## src/hdl/cle_pkg.sv

```systemverilog
`timescale 1ns / 1ps

package cle_pkg;

	localparam int DEPTH  = 16;
	localparam int DATA_W = 32;

	localparam int IDX_W = (DEPTH > 1) ? $clog2(DEPTH) : 1;
	localparam int CNT_W = $clog2(DEPTH + 1);
	localparam int CAP_W = 5;
	localparam int LIM_W = (CNT_W > CAP_W) ? CNT_W : CAP_W;

	localparam int OP_W     = 4;
	localparam int ITEM_W   = 32;
	localparam int POS_W    = 4;
	localparam int STATUS_W = 3;
	localparam int CPOS_W   = 5;
	localparam int COUNT_W  = 5;

	localparam int S_DATA_W = 40;
	localparam int M_DATA_W = 48;

	typedef enum logic [OP_W-1:0] {
		OP_INSERT  = 4'd0,
		OP_REMOVE  = 4'd1,
		OP_REPLACE = 4'd2,
		OP_CLEAR   = 4'd3,
		OP_FIRST   = 4'd4,
		OP_LAST    = 4'd5,
		OP_NEXT    = 4'd6,
		OP_PRIOR   = 4'd7,
		OP_READ    = 4'd8,
		OP_MOVE_TO = 4'd9,
		OP_FIND    = 4'd10
	} op_t;

	typedef enum logic [STATUS_W-1:0] {
		ST_OK    = 3'd0,
		ST_FULL  = 3'd1,
		ST_EMPTY = 3'd2,
		ST_RANGE = 3'd3,
		ST_BOUND = 3'd4
	} status_t;

	typedef enum logic [8:0] {
		S_IDLE    = 9'b000000001,
		S_HOLD    = 9'b000000010,
		S_SH_RD   = 9'b000000100,
		S_SH_WR   = 9'b000001000,
		S_PUT     = 9'b000010000,
		S_FRD     = 9'b000100000,
		S_FCMP    = 9'b001000000,
		S_OUT_RD  = 9'b010000000,
		S_OUT_CAP = 9'b100000000
	} state_t;

endpackage

```

## src/hdl/cle_ram.sv

```systemverilog
`timescale 1ns / 1ps

module cle_ram #(
	parameter int WIDTH = 32,
	parameter int DEPTH = 16
) (
	input  logic                                      clk,
	input  logic                                      we,
	input  logic [((DEPTH > 1) ? $clog2(DEPTH) : 1)-1:0] waddr,
	input  logic [WIDTH-1:0]                          wdata,
	input  logic [((DEPTH > 1) ? $clog2(DEPTH) : 1)-1:0] raddr,
	output logic [WIDTH-1:0]                          rdata
);

	logic [WIDTH-1:0] mem [DEPTH];
	logic [WIDTH-1:0] rdata_q;

	always_ff @(posedge clk) begin
		if (we) begin
			mem[waddr] <= wdata;
		end
		rdata_q <= mem[raddr];
	end

	assign rdata = rdata_q;

endmodule

```

## src/hdl/cursor_list_engine_unit.sv

```systemverilog
`timescale 1ns / 1ps
// channel | dir | payload                                               | request when
// s       | in  | tuser: op[3:0]; tdata: item[31:0], position[35:32]    | s_tvalid & s_tready
// m       | out | tdata: status[2:0], cursor_item[34:3], cursor_pos[39:35],
//         |     |   count[44:40], is_empty[45], is_full[46]              | m_tvalid & m_tready
// cfg     | in  | cfg_data: capacity[4:0]                               | cfg_valid & cfg_ready
//
// One command at a time; the result passes S_OUT_RD and S_OUT_CAP, and the next request
// can be taken in the same cycle as the result is offered. Shifts (insert,
// remove, move_to) add S_SH_RD and S_SH_WR per moved entry; insert, replace and move_to end
// with a write in S_PUT, and move_to first takes its hold read in S_HOLD; find steps
// through S_FRD and S_FCMP per entry examined; the single read port is registered.
// Reset clears count and cursor; list storage is not cleared. Output register
// lets a new request be taken while a result waits on m_tready.

module cursor_list_engine_unit (
	input  logic                          clk,
	input  logic                          arst_n,
	input  logic                          s_tvalid,
	output logic                          s_tready,
	input  logic [cle_pkg::S_DATA_W-1:0]  s_tdata,  // item, position
	input  logic [cle_pkg::OP_W-1:0]      s_tuser,  // op
	output logic                          m_tvalid,
	input  logic                          m_tready,
	output logic [cle_pkg::M_DATA_W-1:0]  m_tdata,  // status, cursor_item, cursor_pos,
	                                                // count, is_empty, is_full
	input  logic                          cfg_valid,
	output logic                          cfg_ready,
	input  logic [cle_pkg::CAP_W-1:0]     cfg_data  // capacity
);

	localparam int DW  = cle_pkg::DATA_W;
	localparam int IW  = cle_pkg::IDX_W;
	localparam int CW  = cle_pkg::CNT_W;
	localparam int LW  = cle_pkg::LIM_W;
	localparam int PW  = cle_pkg::POS_W;
	localparam int TW  = cle_pkg::ITEM_W;
	localparam int OW  = cle_pkg::M_DATA_W;
	localparam int PAD = OW - cle_pkg::STATUS_W - TW - cle_pkg::CPOS_W
		- cle_pkg::COUNT_W - 2;

	cle_pkg::state_t               state_q;
	logic [CW-1:0]                 fill_q;
	logic [IW-1:0]                 cur_q;
	logic [cle_pkg::CAP_W-1:0]     cap_q;
	logic [DW-1:0]                 item_q;
	cle_pkg::status_t              status_q;
	logic [IW-1:0]                 j_q;
	logic [CW-1:0]                 steps_q;
	logic                          up_q;
	logic                          put_en_q;
	logic [IW-1:0]                 put_addr_q;
	logic [DW-1:0]                 put_data_q;
	logic                          m_valid_q;
	logic [OW-1:0]                 m_data_q;

	logic                          ram_we;
	logic [IW-1:0]                 ram_waddr;
	logic [DW-1:0]                 ram_wdata;
	logic [IW-1:0]                 ram_raddr;
	logic [DW-1:0]                 ram_rdata;

	logic [cle_pkg::OP_W-1:0]      in_op;
	logic [DW-1:0]                 in_item;
	logic [PW-1:0]                 in_pos;
	logic [IW-1:0]                 pos_i;
	logic                          empty;
	logic                          full;
	logic [LW-1:0]                 cap_lim;
	logic                          cur_last;
	logic [IW-1:0]                 ins_at;
	logic                          pos_bad;
	logic                          pos_up;
	logic                          load_out;

	assign in_op   = s_tuser;
	assign in_item = DW'(s_tdata[TW-1:0]);
	assign in_pos  = s_tdata[TW +: PW];
	assign pos_i   = IW'(in_pos);

	assign empty    = (fill_q == '0);
	assign cap_lim  = (LW'(cap_q) > LW'(cle_pkg::DEPTH)) ? LW'(cle_pkg::DEPTH) : LW'(cap_q);
	assign full     = (LW'(fill_q) >= cap_lim);
	assign cur_last = (CW'(cur_q) == fill_q - CW'(1));
	assign ins_at   = empty ? '0 : cur_q + IW'(1);
	assign pos_bad  = (LW'(in_pos) >= LW'(fill_q));
	assign pos_up   = (pos_i < cur_q);

	assign s_tready  = (state_q == cle_pkg::S_IDLE);
	assign cfg_ready = 1'b1;
	assign m_tvalid  = m_valid_q;
	assign m_tdata   = m_data_q;
	assign load_out  = (state_q == cle_pkg::S_OUT_CAP) && (!m_valid_q || m_tready);

	cle_ram #(
		.WIDTH(DW),
		.DEPTH(cle_pkg::DEPTH)
	) u_ram (
		.clk  (clk),
		.we   (ram_we),
		.waddr(ram_waddr),
		.wdata(ram_wdata),
		.raddr(ram_raddr),
		.rdata(ram_rdata)
	);

	always_comb begin
		ram_raddr = cur_q;
		ram_we    = 1'b0;
		ram_waddr = put_addr_q;
		ram_wdata = put_data_q;
		unique case (state_q)
			cle_pkg::S_SH_RD: begin
				ram_raddr = up_q ? j_q : j_q + IW'(1);
			end
			cle_pkg::S_SH_WR: begin
				ram_we    = 1'b1;
				ram_waddr = up_q ? j_q + IW'(1) : j_q;
				ram_wdata = ram_rdata;
			end
			cle_pkg::S_PUT: begin
				ram_we = 1'b1;
			end
			cle_pkg::S_FRD: begin
				ram_raddr = j_q;
			end
			default: begin
			end
		endcase
	end

	always_ff @(posedge clk or negedge arst_n) begin
		if (!arst_n) begin
			cap_q <= cle_pkg::CAP_W'(16);
		end else if (cfg_valid) begin
			cap_q <= cfg_data;
		end
	end

	always_ff @(posedge clk or negedge arst_n) begin
		if (!arst_n) begin
			state_q    <= cle_pkg::S_IDLE;
			fill_q     <= '0;
			cur_q      <= '0;
			item_q     <= '0;
			status_q   <= cle_pkg::ST_OK;
			j_q        <= '0;
			steps_q    <= '0;
			up_q       <= 1'b0;
			put_en_q   <= 1'b0;
			put_addr_q <= '0;
			put_data_q <= '0;
		end else begin
			unique case (state_q)
				cle_pkg::S_IDLE: begin
					if (s_tvalid) begin
						item_q   <= in_item;
						status_q <= cle_pkg::ST_OK;
						put_en_q <= 1'b0;
						state_q  <= cle_pkg::S_OUT_RD;
						if (empty && in_op != cle_pkg::OP_INSERT && in_op != cle_pkg::OP_CLEAR
							&& in_op <= cle_pkg::OP_FIND) begin
							status_q <= cle_pkg::ST_EMPTY;
						end else begin
							unique case (in_op)
								cle_pkg::OP_INSERT: begin
									if (full) begin
										status_q <= cle_pkg::ST_FULL;
									end else begin
										steps_q    <= fill_q - CW'(ins_at);
										j_q        <= IW'(fill_q - CW'(1));
										up_q       <= 1'b1;
										put_en_q   <= 1'b1;
										put_addr_q <= ins_at;
										put_data_q <= in_item;
										fill_q     <= fill_q + CW'(1);
										cur_q      <= ins_at;
										state_q    <= (fill_q != CW'(ins_at)) ?
											cle_pkg::S_SH_RD : cle_pkg::S_PUT;
									end
								end
								cle_pkg::OP_REMOVE: begin
									steps_q <= fill_q - CW'(1) - CW'(cur_q);
									j_q     <= cur_q;
									up_q    <= 1'b0;
									fill_q  <= fill_q - CW'(1);
									if (cur_last) begin
										cur_q <= '0;
									end
									state_q <= cur_last ? cle_pkg::S_OUT_RD : cle_pkg::S_SH_RD;
								end
								cle_pkg::OP_REPLACE: begin
									put_addr_q <= cur_q;
									put_data_q <= in_item;
									state_q    <= cle_pkg::S_PUT;
								end
								cle_pkg::OP_CLEAR: begin
									fill_q <= '0;
									cur_q  <= '0;
								end
								cle_pkg::OP_FIRST: begin
									cur_q <= '0;
								end
								cle_pkg::OP_LAST: begin
									cur_q <= IW'(fill_q - CW'(1));
								end
								cle_pkg::OP_NEXT: begin
									if (cur_last) begin
										status_q <= cle_pkg::ST_BOUND;
									end else begin
										cur_q <= cur_q + IW'(1);
									end
								end
								cle_pkg::OP_PRIOR: begin
									if (cur_q == '0) begin
										status_q <= cle_pkg::ST_BOUND;
									end else begin
										cur_q <= cur_q - IW'(1);
									end
								end
								cle_pkg::OP_MOVE_TO: begin
									if (pos_bad) begin
										status_q <= cle_pkg::ST_RANGE;
									end else begin
										// hold read of the old cursor entry is in flight
										up_q       <= pos_up;
										steps_q    <= pos_up ? CW'(cur_q - pos_i) : CW'(pos_i - cur_q);
										j_q        <= pos_up ? cur_q - IW'(1) : cur_q;
										put_en_q   <= 1'b1;
										put_addr_q <= pos_i;
										cur_q      <= pos_i;
										state_q    <= cle_pkg::S_HOLD;
									end
								end
								cle_pkg::OP_FIND: begin
									j_q     <= cur_q;
									state_q <= cle_pkg::S_FRD;
								end
								default: begin
								end
							endcase
						end
					end
				end
				cle_pkg::S_HOLD: begin
					put_data_q <= ram_rdata;
					state_q    <= (steps_q != '0) ? cle_pkg::S_SH_RD : cle_pkg::S_PUT;
				end
				cle_pkg::S_SH_RD: begin
					state_q <= cle_pkg::S_SH_WR;
				end
				cle_pkg::S_SH_WR: begin
					j_q     <= up_q ? j_q - IW'(1) : j_q + IW'(1);
					steps_q <= steps_q - CW'(1);
					if (steps_q == CW'(1)) begin
						state_q <= put_en_q ? cle_pkg::S_PUT : cle_pkg::S_OUT_RD;
					end else begin
						state_q <= cle_pkg::S_SH_RD;
					end
				end
				cle_pkg::S_PUT: begin
					state_q <= cle_pkg::S_OUT_RD;
				end
				cle_pkg::S_FRD: begin
					state_q <= cle_pkg::S_FCMP;
				end
				cle_pkg::S_FCMP: begin
					if (ram_rdata == item_q) begin
						cur_q   <= j_q;
						state_q <= cle_pkg::S_OUT_RD;
					end else if (CW'(j_q) == fill_q - CW'(1)) begin
						cur_q    <= j_q;
						status_q <= cle_pkg::ST_BOUND;
						state_q  <= cle_pkg::S_OUT_RD;
					end else begin
						j_q     <= j_q + IW'(1);
						state_q <= cle_pkg::S_FRD;
					end
				end
				cle_pkg::S_OUT_RD: begin
					state_q <= cle_pkg::S_OUT_CAP;
				end
				cle_pkg::S_OUT_CAP: begin
					if (load_out) begin
						state_q <= cle_pkg::S_IDLE;
					end
				end
				default: begin
					state_q <= cle_pkg::S_IDLE;
				end
			endcase
		end
	end

	always_ff @(posedge clk or negedge arst_n) begin
		if (!arst_n) begin
			m_valid_q <= 1'b0;
			m_data_q  <= '0;
		end else begin
			if (load_out) begin
				m_valid_q <= 1'b1;
				m_data_q  <= {
					PAD'(0),
					full,
					empty,
					cle_pkg::COUNT_W'(fill_q),
					empty ? {cle_pkg::CPOS_W{1'b1}} : cle_pkg::CPOS_W'(cur_q),
					empty ? {TW{1'b0}} : TW'(ram_rdata),
					status_q
				};
			end else if (m_tready) begin
				m_valid_q <= 1'b0;
			end
		end
	end

endmodule

```

## config.mk

```make
export PLATFORM = sky130hd
export DESIGN_NAME = cursor_list_engine_unit
export DESIGN_NICKNAME = d
export VERILOG_FILES = /design/src/hdl/cle_pkg.sv /design/src/hdl/cle_ram.sv /design/src/hdl/cursor_list_engine_unit.sv
export SDC_FILE = /design/constraint.sdc
export NUM_CORES = 1
export LEC_CHECK = 0
export ABC_AREA = 1
export BUFFER_PORTS_ARGS = -buffer_cell sky130_fd_sc_hd__buf_2
export CAP_MARGIN = 20
export CORE_MARGIN = 3
export CORE_UTILIZATION = 61
export DETAILED_ROUTE_END_ITERATION = 8
export GPL_TIMING_DRIVEN = 0
export PLACE_DENSITY_LB_ADDON = 0.1
export SYNTH_ARGS = -nofsm -noshare
export SYNTH_HDL_FRONTEND = slang
export SYNTH_SLANG_ARGS = --single-unit
```

## constraint.sdc

```tcl
create_clock -name clk -period 9.1 [get_ports clk]
set_input_delay 1.82 -clock clk [delete_from_list [all_inputs] [get_ports clk]]
set_output_delay 1.82 -clock clk [all_outputs]
set_load 0.01 [all_outputs]
```

==> impl_summary.log, run 1 <==
[metrics] instance count of the mapped netlist: approximately 3400
[metrics] post-CTS clock slew at the launch and capture registers of the worst setup and hold paths: about 0.06 ns
[metrics] setup repair after global routing missed its margin: false
[metrics] number of vias per cell after detailed routing: 5.87
[metrics] IR Drop Worst-Case VDD: roughly 0.00020 V
[metrics] clock insertion delay at the later pin of the skew report: slightly above 0.6 ns
[metrics] post-synth net total: 3490
[metrics] Die Span X: 237 um
[metrics] nature of the critical path startpoint: register
[metrics] half-perimeter wire length after detailed placement: 69600 um
[metrics] required time reported for the critical path endpoint: around 9.6 ns
[metrics] type of the tightest min-delay check: reg -> reg
[metrics] antenna violations before repair: 4
[metrics] pin slew with the least headroom to its limit: approximately 1.1 ns
[metrics] final hold vios: 0
[metrics] DR vias: around 26000
[metrics] clock root cell: sky130_fd_sc_hd__clkbuf_16
[metrics] standard-cell row count: just over 80
[metrics] EDFF count, synth: 512
[metrics] netlist area before placement: ~32000 um^2
[metrics] critical path capture point type: register
[metrics] initial core utilization: 62.5%
[metrics] maximum number of pins on one net before global-route repair: a little under 80
[metrics] wire length of the first global-routing pass: 145000 um
[metrics] Area growth syn-to-layout: 13.7%
[metrics] first-iteration detailed-routing DRC count: ~2900
[metrics] stage delay of the slowest cell on the critical path: between 0.6 and 0.7 ns
[metrics] number of sinks on the clock net: about 700
[metrics] Sum Neg Setup Slack: 0 ns
[metrics] relative max-transition margin: roughly a quarter
[metrics] number of max-cap violations: 0
[metrics] CTS tree: yes
[metrics] pre-CTS WS: between 5 and 6 ns
[metrics] Final Max Slew Viols: 0
[metrics] via count of the first global-routing pass: around 25000
[metrics] data arrival time of the critical path: about 4.6 ns
[metrics] power density over the cells: approximately 340 nW/um^2
[metrics] worst-case clock skew: ~0.021 ns
[metrics] number of port buffers: 97
[metrics] area of the core: 51900 um^2
[metrics] number of ports placed on the die boundary: around 110
[metrics] crit path setup slack, layout: about 5 ns
[metrics] Final Critical Period: 4.08 ns
[metrics] Warnings, synthesis: 0
[metrics] final number of setup-violating endpoints: 0
[metrics] Detailed Route WL: 96000 um
[metrics] maximum frequency from static timing analysis: around 250 MHz
[metrics] deepest level of the CTS H-tree: 3
[metrics] number of buffers inserted by hold repair at cts: 0
[metrics] standby leakage power: about 16 nW
[metrics] most used cell along the critical path: sky130_fd_sc_hd__nand2_1
[metrics] ratio of cells with drive above 1 in the final layout: around an eighth
[metrics] Ant. Diodes: 0
[metrics] mean instance size in the synthesized netlist: about 9.6 um^2
[metrics] post-CTS setup-driven buffer insertion count: 0
[metrics] routability cong.: approximately 0.92
[metrics] most common flop cell mapped by yosys: sky130_fd_sc_hd__edfxtp_1
[metrics] number of storage elements in the synthesis netlist: approximately 700
[metrics] remaining antenna violation count after routing: 0
[metrics] worst-path cell with the longest stage delay: sky130_fd_sc_hd__dfrtp_1
[metrics] portion of the clock cycle consumed by the worst path in the final layout: approximately 45%
[metrics] Clock Path Buffers: 3
[metrics] All-Layer GR Usage: around 34%
[metrics] post-cts sizing count: 0
[metrics] Async S/R FF share, synth: between 20% and 30%
[metrics] largest fanout on the critical path: 9
[metrics] final layout net count: ~3700
[metrics] outcome: complete, no violations
[metrics] height of the die: 237 um
[metrics] count of fill cells added during filler insertion: approximately 3800
[metrics] global route total overflow: 0
[metrics] area of the die: 56000 um^2
[metrics] worst setup path category: reg -> reg
[metrics] share of the yosys chip area belonging to registers: around 61%
[metrics] wire length per cell: about 22 um
[metrics] library cells used by synthesis: 54
[metrics] drt first pass iters: 6
[metrics] DRC violation count after routing: 0
[metrics] CP cell instances: inv_1 -> ha_1 -> xnor2_1 -> inv_1 -> ha_1 -> nand2_1 -> nor2_1 -> nand2_1 -> nand2_1 -> nand3_1 -> a21boi_1 -> nand3_1 -> nand2_1 -> nand2_1 -> inv_1
[metrics] clock buffer count from CTS: 73
## registers in the layout, indices dropped and copies added (netlist names)
signal       flops
j_q              4
item_q          32
put_addr_q       4
put_data_q      32
put_en_q         1
fill_q           5
cap_q            5
steps_q          5
u_ram.rdata     32
up_q             1
state_q          9
status_q         3
m_tvalid         1
cur_q            4
u_ram.mem      512
m_tdata         46
## through the flow
| step | total power, mW | hold WS [ns] | util, % | cells | cell area (um^2) |
|---|---|---|---|---|---|
| floorplan | 7.39 | 0.442 | - | 3395 | 32400 |
| global placement | 9.08 | 0.462 | 65.0 | 4172 | 33800 |
| detailed placement | 9.30 | 0.454 | 66.5 | 4209 | 34500 |
| CTS | 12.3 | 0.470 | 71.1 | 4344 | 36900 |
| global route | 13.0 | 0.488 | 71.1 | 4344 | 36900 |
| finish | 12.4 | 0.466 | 71.1 | 4344 | 36900 |
## final timing paths
check / start / end / slack, ns / depth (start not counted)
min: m_tdata[0] / m_tdata[0] / 0.47 / 2
min in group asynchronous: arst_n / m_tdata[35] / 1.22 / 1
max in group asynchronous: arst_n / state_q[0] / 7.01 / 2
min reg2reg: m_tdata[0] / m_tdata[0] / 0.47 / 2
max reg2reg: fill_q[0] / cur_q[3] / 5.02 / 15
max: fill_q[0] / cur_q[3] / 5.02 / 15
## cell families after synthesis
kind of cell | share of synthesized area [%]
AOI/OAI and AO/OA | 4.77
xor gates and xnor gates | 1.13
adders and majority gates | 1.67
buffers and inverters | 8.19
DFF | 61.1
muxes | 0.104
other | 0.0232
and+or+nand+nor | 23.0
## synthesized netlist by cell type (all sizes together) (3+ instances only)
cell       n  area (um^2)
fa         4         80.1
ha        37          463
o21bai     5         48.8
nand3    639         3210
dfrtp    150         3750
a2bb2oi    3         26.3
inv      463         1740
or2        5         31.3
nand3b    32          240
buf      134          731
nand4     20          125
o22ai      7         43.8
clkbuf    46          174
nor2      96          457
nor3      12         81.3
xnor2     32          280
edfxtp   512        15400
dfxtp     32          641
nand2    873         3300
clkinv     4         15.0
o211ai     7         66.3
mux2       3         33.8
a31oi      7         43.8
o21ai    212         1060
a21oi     32          160
xor2      10         87.6
## layout by cell type (no fill, tap or decap), types with 21 or more instances in the layout
cell type,n
sky130_fd_sc_hd__clkbuf_1,59
sky130_fd_sc_hd__nor2_1,68
sky130_fd_sc_hd__clkbuf_16,75
sky130_fd_sc_hd__buf_2,209
sky130_fd_sc_hd__clkinv_1,21
sky130_fd_sc_hd__dfrtp_1,150
sky130_fd_sc_hd__a21oi_1,32
sky130_fd_sc_hd__nand3b_1,32
sky130_fd_sc_hd__o21ai_1,89
sky130_fd_sc_hd__o21ai_0,110
sky130_fd_sc_hd__nand2_1,865
sky130_fd_sc_hd__inv_1,443
sky130_fd_sc_hd__xnor2_1,32
sky130_fd_sc_hd__ha_1,37
sky130_fd_sc_hd__edfxtp_1,512
sky130_fd_sc_hd__nand3_1,637
sky130_fd_sc_hd__dfxtp_1,32
sky130_fd_sc_hd__buf_4,28
sky130_fd_sc_hd__nor2_4,21
## power breakdown
part	internal, mW	total (mW)	switching [mW]	leakage (nW)
combinational	1.47	5.00	3.53	8.40
sequential	4.11	4.42	0.309	6.82
clock	1.71	2.97	1.26	1.16
## per-layer routing
layer	routed length (um)	track usage (%)	vias up
met5	13	0	-
met4	2720	10.7	2
met3	10700	7.82	204
met2	43600	53.1	1422
met1	39000	47.6	12200
li1	-	-	11689
## layout make-up
class | count | area [um^2] | area share [%]
sequential | 696 | 19800 | 53.7
multi-input combinational | 2052 | 10100 | 27.4
clock buffer | 92 | 1960 | 5.32
inverter | 467 | 1750 | 4.75
timing repair buffer | 134 | 1060 | 2.89
buffer | 180 | 905 | 2.45
tap | 680 | 851 | 2.31
clock inverter | 43 | 409 | 1.11
## worst max-delay path, delay by kind of cell, from the launching register on
family / cells / cell delay, ns
AO/OA/AOI/OAI: 1 / 0.35
XOR/XNOR: 1 / 0.44
adder cells (fa/ha/maj): 2 / 0.76
buffers and inverters: 3 / 0.64
flip-flops: 1 / 0.65
AND/OR/NAND/NOR: 8 / 1.17
(Power assumes the default switching activity.)
==> run 2: changes to the inputs <==
--- a/config.mk
+++ b/config.mk
@@ -9,7 +9,7 @@
 export BUFFER_PORTS_ARGS = -buffer_cell sky130_fd_sc_hd__buf_2
 export CAP_MARGIN = 20
 export CORE_MARGIN = 3
-export CORE_UTILIZATION = 61
+export CORE_UTILIZATION = 56
 export DETAILED_ROUTE_END_ITERATION = 8
 export GPL_TIMING_DRIVEN = 0
 export PLACE_DENSITY_LB_ADDON = 0.1
==> constraint.sdc (replaced) <==
create_clock -name clk -period 3.6 [get_ports clk]
set_input_delay 0.72 -clock clk [delete_from_list [all_inputs] [get_ports clk]]
set_output_delay 0.72 -clock clk [all_outputs]
set_load 0.01 [all_outputs]
==> run 2 against run 1 <==
  * Flip-flop and latch count did not move
  * Combinational power grew to 2.5 times the previous value
  * Routed wire length up 0.64%
  * Sequential power grew to 2.5 times the previous value
  * Fmax is 20% higher
  * Clock skew decreased by 0.0057 ns
  * Via count fell by 0.93%
  * Critical path type unchanged
  * Largest power group unchanged
  * Highest routed layer unchanged
==> impl_summary.log, run 2 (synthesized netlist as in run 1, its figures left out) <==
[metrics] outcome: complete, no violations (unchanged)
[metrics] initial core utilization: 57.1% (was 62.5%)
[metrics] All-Layer GR Usage: 31.9% (was 33.9%)
[metrics] Final Critical Period: 3.40 ns (was 4.08 ns)
[metrics] leading cell type in the layout, fill and taps excluded: sky130_fd_sc_hd__nand2_1 (unchanged)
[metrics] maximum number of pins on one net before global-route repair: 87 (was 78)
[metrics] area of the core: 56800 um^2 (was 51900 um^2)
[metrics] setup repair after global routing missed its margin: false (unchanged)
[metrics] worst setup path category: reg -> reg (unchanged)
[metrics] routed wire length on met2: 44000 um (was 43600 um)
[metrics] via count of the first global-routing pass: 24716 (was 24806)
[metrics] CTS tree: yes (unchanged)
[metrics] Routed met3 length: 9490 um (was 10700 um)
[metrics] number of max-cap violations: 0 (unchanged)
[metrics] Top Layer Used: met5 (unchanged)
[metrics] first-iteration detailed-routing DRC count: 2633 (was 2869)
[metrics] portion of the clock cycle consumed by the worst path in the final layout: 94.4% (was 44.8%)
[metrics] Ant. Diodes: 0 (unchanged)
[metrics] Final Max Slew Viols: 0 (unchanged)
[metrics] standby leakage power: 16.4 nW (about the same)
[metrics] number of ports placed on the die boundary: 105 (unchanged)
[metrics] deepest level of the CTS H-tree: 3 (unchanged)
[metrics] post-route cell area: 37200 um^2 (was 36900 um^2)
[metrics] max reg flops: 512 (unchanged)
[metrics] post-CTS clock slew at the launch and capture registers of the worst setup and hold paths: 0.06 ns (about the same)
[metrics] Area after DPL: 34700 um^2 (was 34500 um^2)
[metrics] pin slew with the least headroom to its limit: 1.07 ns (was 1.12 ns)
[metrics] worst-case clock skew: 0.0152 ns (was 0.0209 ns)
[metrics] final number of setup-violating endpoints: 0 (unchanged)
[metrics] remaining antenna violation count after routing: 0 (unchanged)
[metrics] reg-to-reg setup timing slack: 0.20 ns (was 5.02 ns)
[metrics] Clock Path Buffers: 3 (unchanged)
[metrics] area of the die: 60800 um^2 (was 56000 um^2)
[metrics] antenna violations before repair: 4 (unchanged)
[metrics] Area growth syn-to-layout: 14.5% (was 13.7%)
[metrics] number of vias per cell after detailed routing: 5.71 (was 5.87)
[metrics] height of the die: 247 um (was 237 um)
[metrics] number of buffers inserted by hold repair at cts: 0 (unchanged)
[metrics] drt first pass iters: 6 (unchanged)
[metrics] standard-cell row count: 87 (was 83)
[metrics] largest fanout on the critical path: 17 (was 9)
[metrics] relative max-transition margin: 28.9% (was 25.4%)
[metrics] clock root cell: sky130_fd_sc_hd__clkbuf_16 (unchanged)
[metrics] number of port buffers: 97 (unchanged)
[metrics] routed metal-1 wirelength: 40300 um (was 39000 um)
[metrics] start of the worst register-to-register path: state_q[4] (was fill_q[0])
[metrics] final hold vios: 0 (unchanged)
[metrics] Die Span X: 247 um (was 237 um)
[metrics] top register by number of flip-flops: u_ram.mem (unchanged)
[metrics] Detailed Route WL: 96600 um (was 96000 um)
[metrics] type of the tightest min-delay check: in -> async (was reg -> reg)
[metrics] required time reported for the critical path endpoint: 3.93 ns (was 9.64 ns)
[metrics] DRC violation count after routing: 0 (unchanged)
[metrics] global route total overflow: 0 (unchanged)
[metrics] Overall Power: 31.5 mW (was 12.4 mW)
[metrics] final layout net count: 3705 (was 3699)
[metrics] Worst Reg2Reg Path Length in Cells: 10 (was 15)
[metrics] power density over the cells: 848 nW/um^2 (was 336 nW/um^2)
[metrics] critical path capture point type: register (unchanged)
[metrics] commonest cells after routing, fill and taps aside: 865 x sky130_fd_sc_hd__nand2_1, 637 x sky130_fd_sc_hd__nand3_1, 512 x sky130_fd_sc_hd__edfxtp_1 (unchanged)
[metrics] number of sinks on the clock net: 696 (unchanged)
[metrics] maximum frequency from static timing analysis: 294 MHz (was 245 MHz)
[metrics] DR vias: 25280 (was 25517)
[metrics] R2R Path End: u_ram.mem[10][7] (was cur_q[3])
[metrics] data arrival time of the critical path: 3.72 ns (was 4.61 ns)
[metrics] routability cong.: 0.947 (was 0.921)
[metrics] clock buffer count from CTS: 74 (was 73)
[metrics] ratio of cells with drive above 1 in the final layout: 12.8% (was 12.4%)
[metrics] IR Drop Worst-Case VDD: 0.000515 V (was 0.000200 V)
[metrics] clock insertion delay at the later pin of the skew report: 0.62 ns (was 0.61 ns)
[metrics] nature of the critical path startpoint: register (unchanged)
[metrics] half-perimeter wire length after detailed placement: 69800 um (was 69600 um)
[metrics] wire length of the first global-routing pass: 145000 um (about the same)
[metrics] wire length per cell: 21.8 um (was 22.1 um)
-- run 2: cell count changes in the layout (fill, tap and decap cells not counted), moves of 2 or more --
| cell | previous run | this run |
|---|---|---|
| sky130_fd_sc_hd__clkinv_1 | 21 | 13 |
| sky130_fd_sc_hd__buf_8 | 1 | 7 |
| sky130_fd_sc_hd__clkbuf_1 | 59 | 63 |
| sky130_fd_sc_hd__o21ai_1 | 89 | 85 |
| sky130_fd_sc_hd__o21ai_2 | 13 | 17 |
| sky130_fd_sc_hd__inv_6 | 4 | 7 |
| sky130_fd_sc_hd__clkbuf_8 | 2 | 4 |
-- run 2: per-layer routing --
metal / vias to the layer above / track usage, %
li1: 11696 / -
met1: 12198 / 44.6
met2: 1196 / 50.4
met3: 188 / 6.79
met4: 2 / 10.1
met5: - / 0
-- run 2: cell type report --
type | count | area [um^2]
inverters | 467 | 1760
clock buffers | 99 | 2030
plain buffers | 180 | 905
fillers | 4555 | 19700
flip-flops and latches | 696 | 19800
repair buffers | 139 | 1150
clock inverters | 35 | 389
well taps | 756 | 946
multi-input cells | 2052 | 10200
-- run 2: worst max path at each step --
stage,to,slack (ns),depth (start not counted),startpoint
after floorplan,u_ram.mem[11][0],0.28,9,state_q[6]
after global routing,cur_q[2],0.06,15,fill_q[1]
final,u_ram.mem[10][7],0.20,10,state_q[4]
after CTS,cur_q[2],0.01,15,fill_q[0]
after detailed placement,cur_q[3],-0.13,15,fill_q[0]
after global placement,u_ram.mem[15][11],-1.46,9,state_q[4]
-- run 2: report_power, final --
part,switching (mW),internal [mW]
clock network,3.18,4.50
registers,0.769,10.4
logic,8.85,3.79
-- run 2: timing repair --
item / 4_1_cts / 5_1_grt
buffers inserted: 0 / 3
setup endpoints to repair: 3 / 5
pin swaps: 0 / 0
endpoints found under the hold margin: 0 / 0
resized for setup: 1 / 3
-- run 2: through the flow --
stage / hold WS [ns] / instances / util (%) / setup TNS [ns] / setup WS, ns
floorplan: 0.424 / 3395 / - / 0 / 0.280
detailed placement: 0.474 / 4286 / 61.0 / -0.371 / -0.128
CTS: 0.186 / 4420 / 65.3 / 0 / 0.0124
finish: 0.146 / 4424 / 65.4 / 0 / 0.202
global route: 0.201 / 4424 / 65.4 / 0 / 0.0601
global placement: 0.467 / 4248 / 59.6 / -834.02 / -1.46
-- run 2: worst max-delay path, cell delays in order (launching register included) --
cell	delay [ns]
sky130_fd_sc_hd__dfrtp_1	0.35
sky130_fd_sc_hd__inv_1	0.15
sky130_fd_sc_hd__nand2_2	0.15
sky130_fd_sc_hd__nor3_4	0.43
sky130_fd_sc_hd__inv_2	0.10
sky130_fd_sc_hd__buf_2	0.25
sky130_fd_sc_hd__buf_2	0.27
sky130_fd_sc_hd__a21oi_1	0.21
sky130_fd_sc_hd__nand2_1	0.27
sky130_fd_sc_hd__nor2_4	0.64
sky130_fd_sc_hd__buf_16	0.24
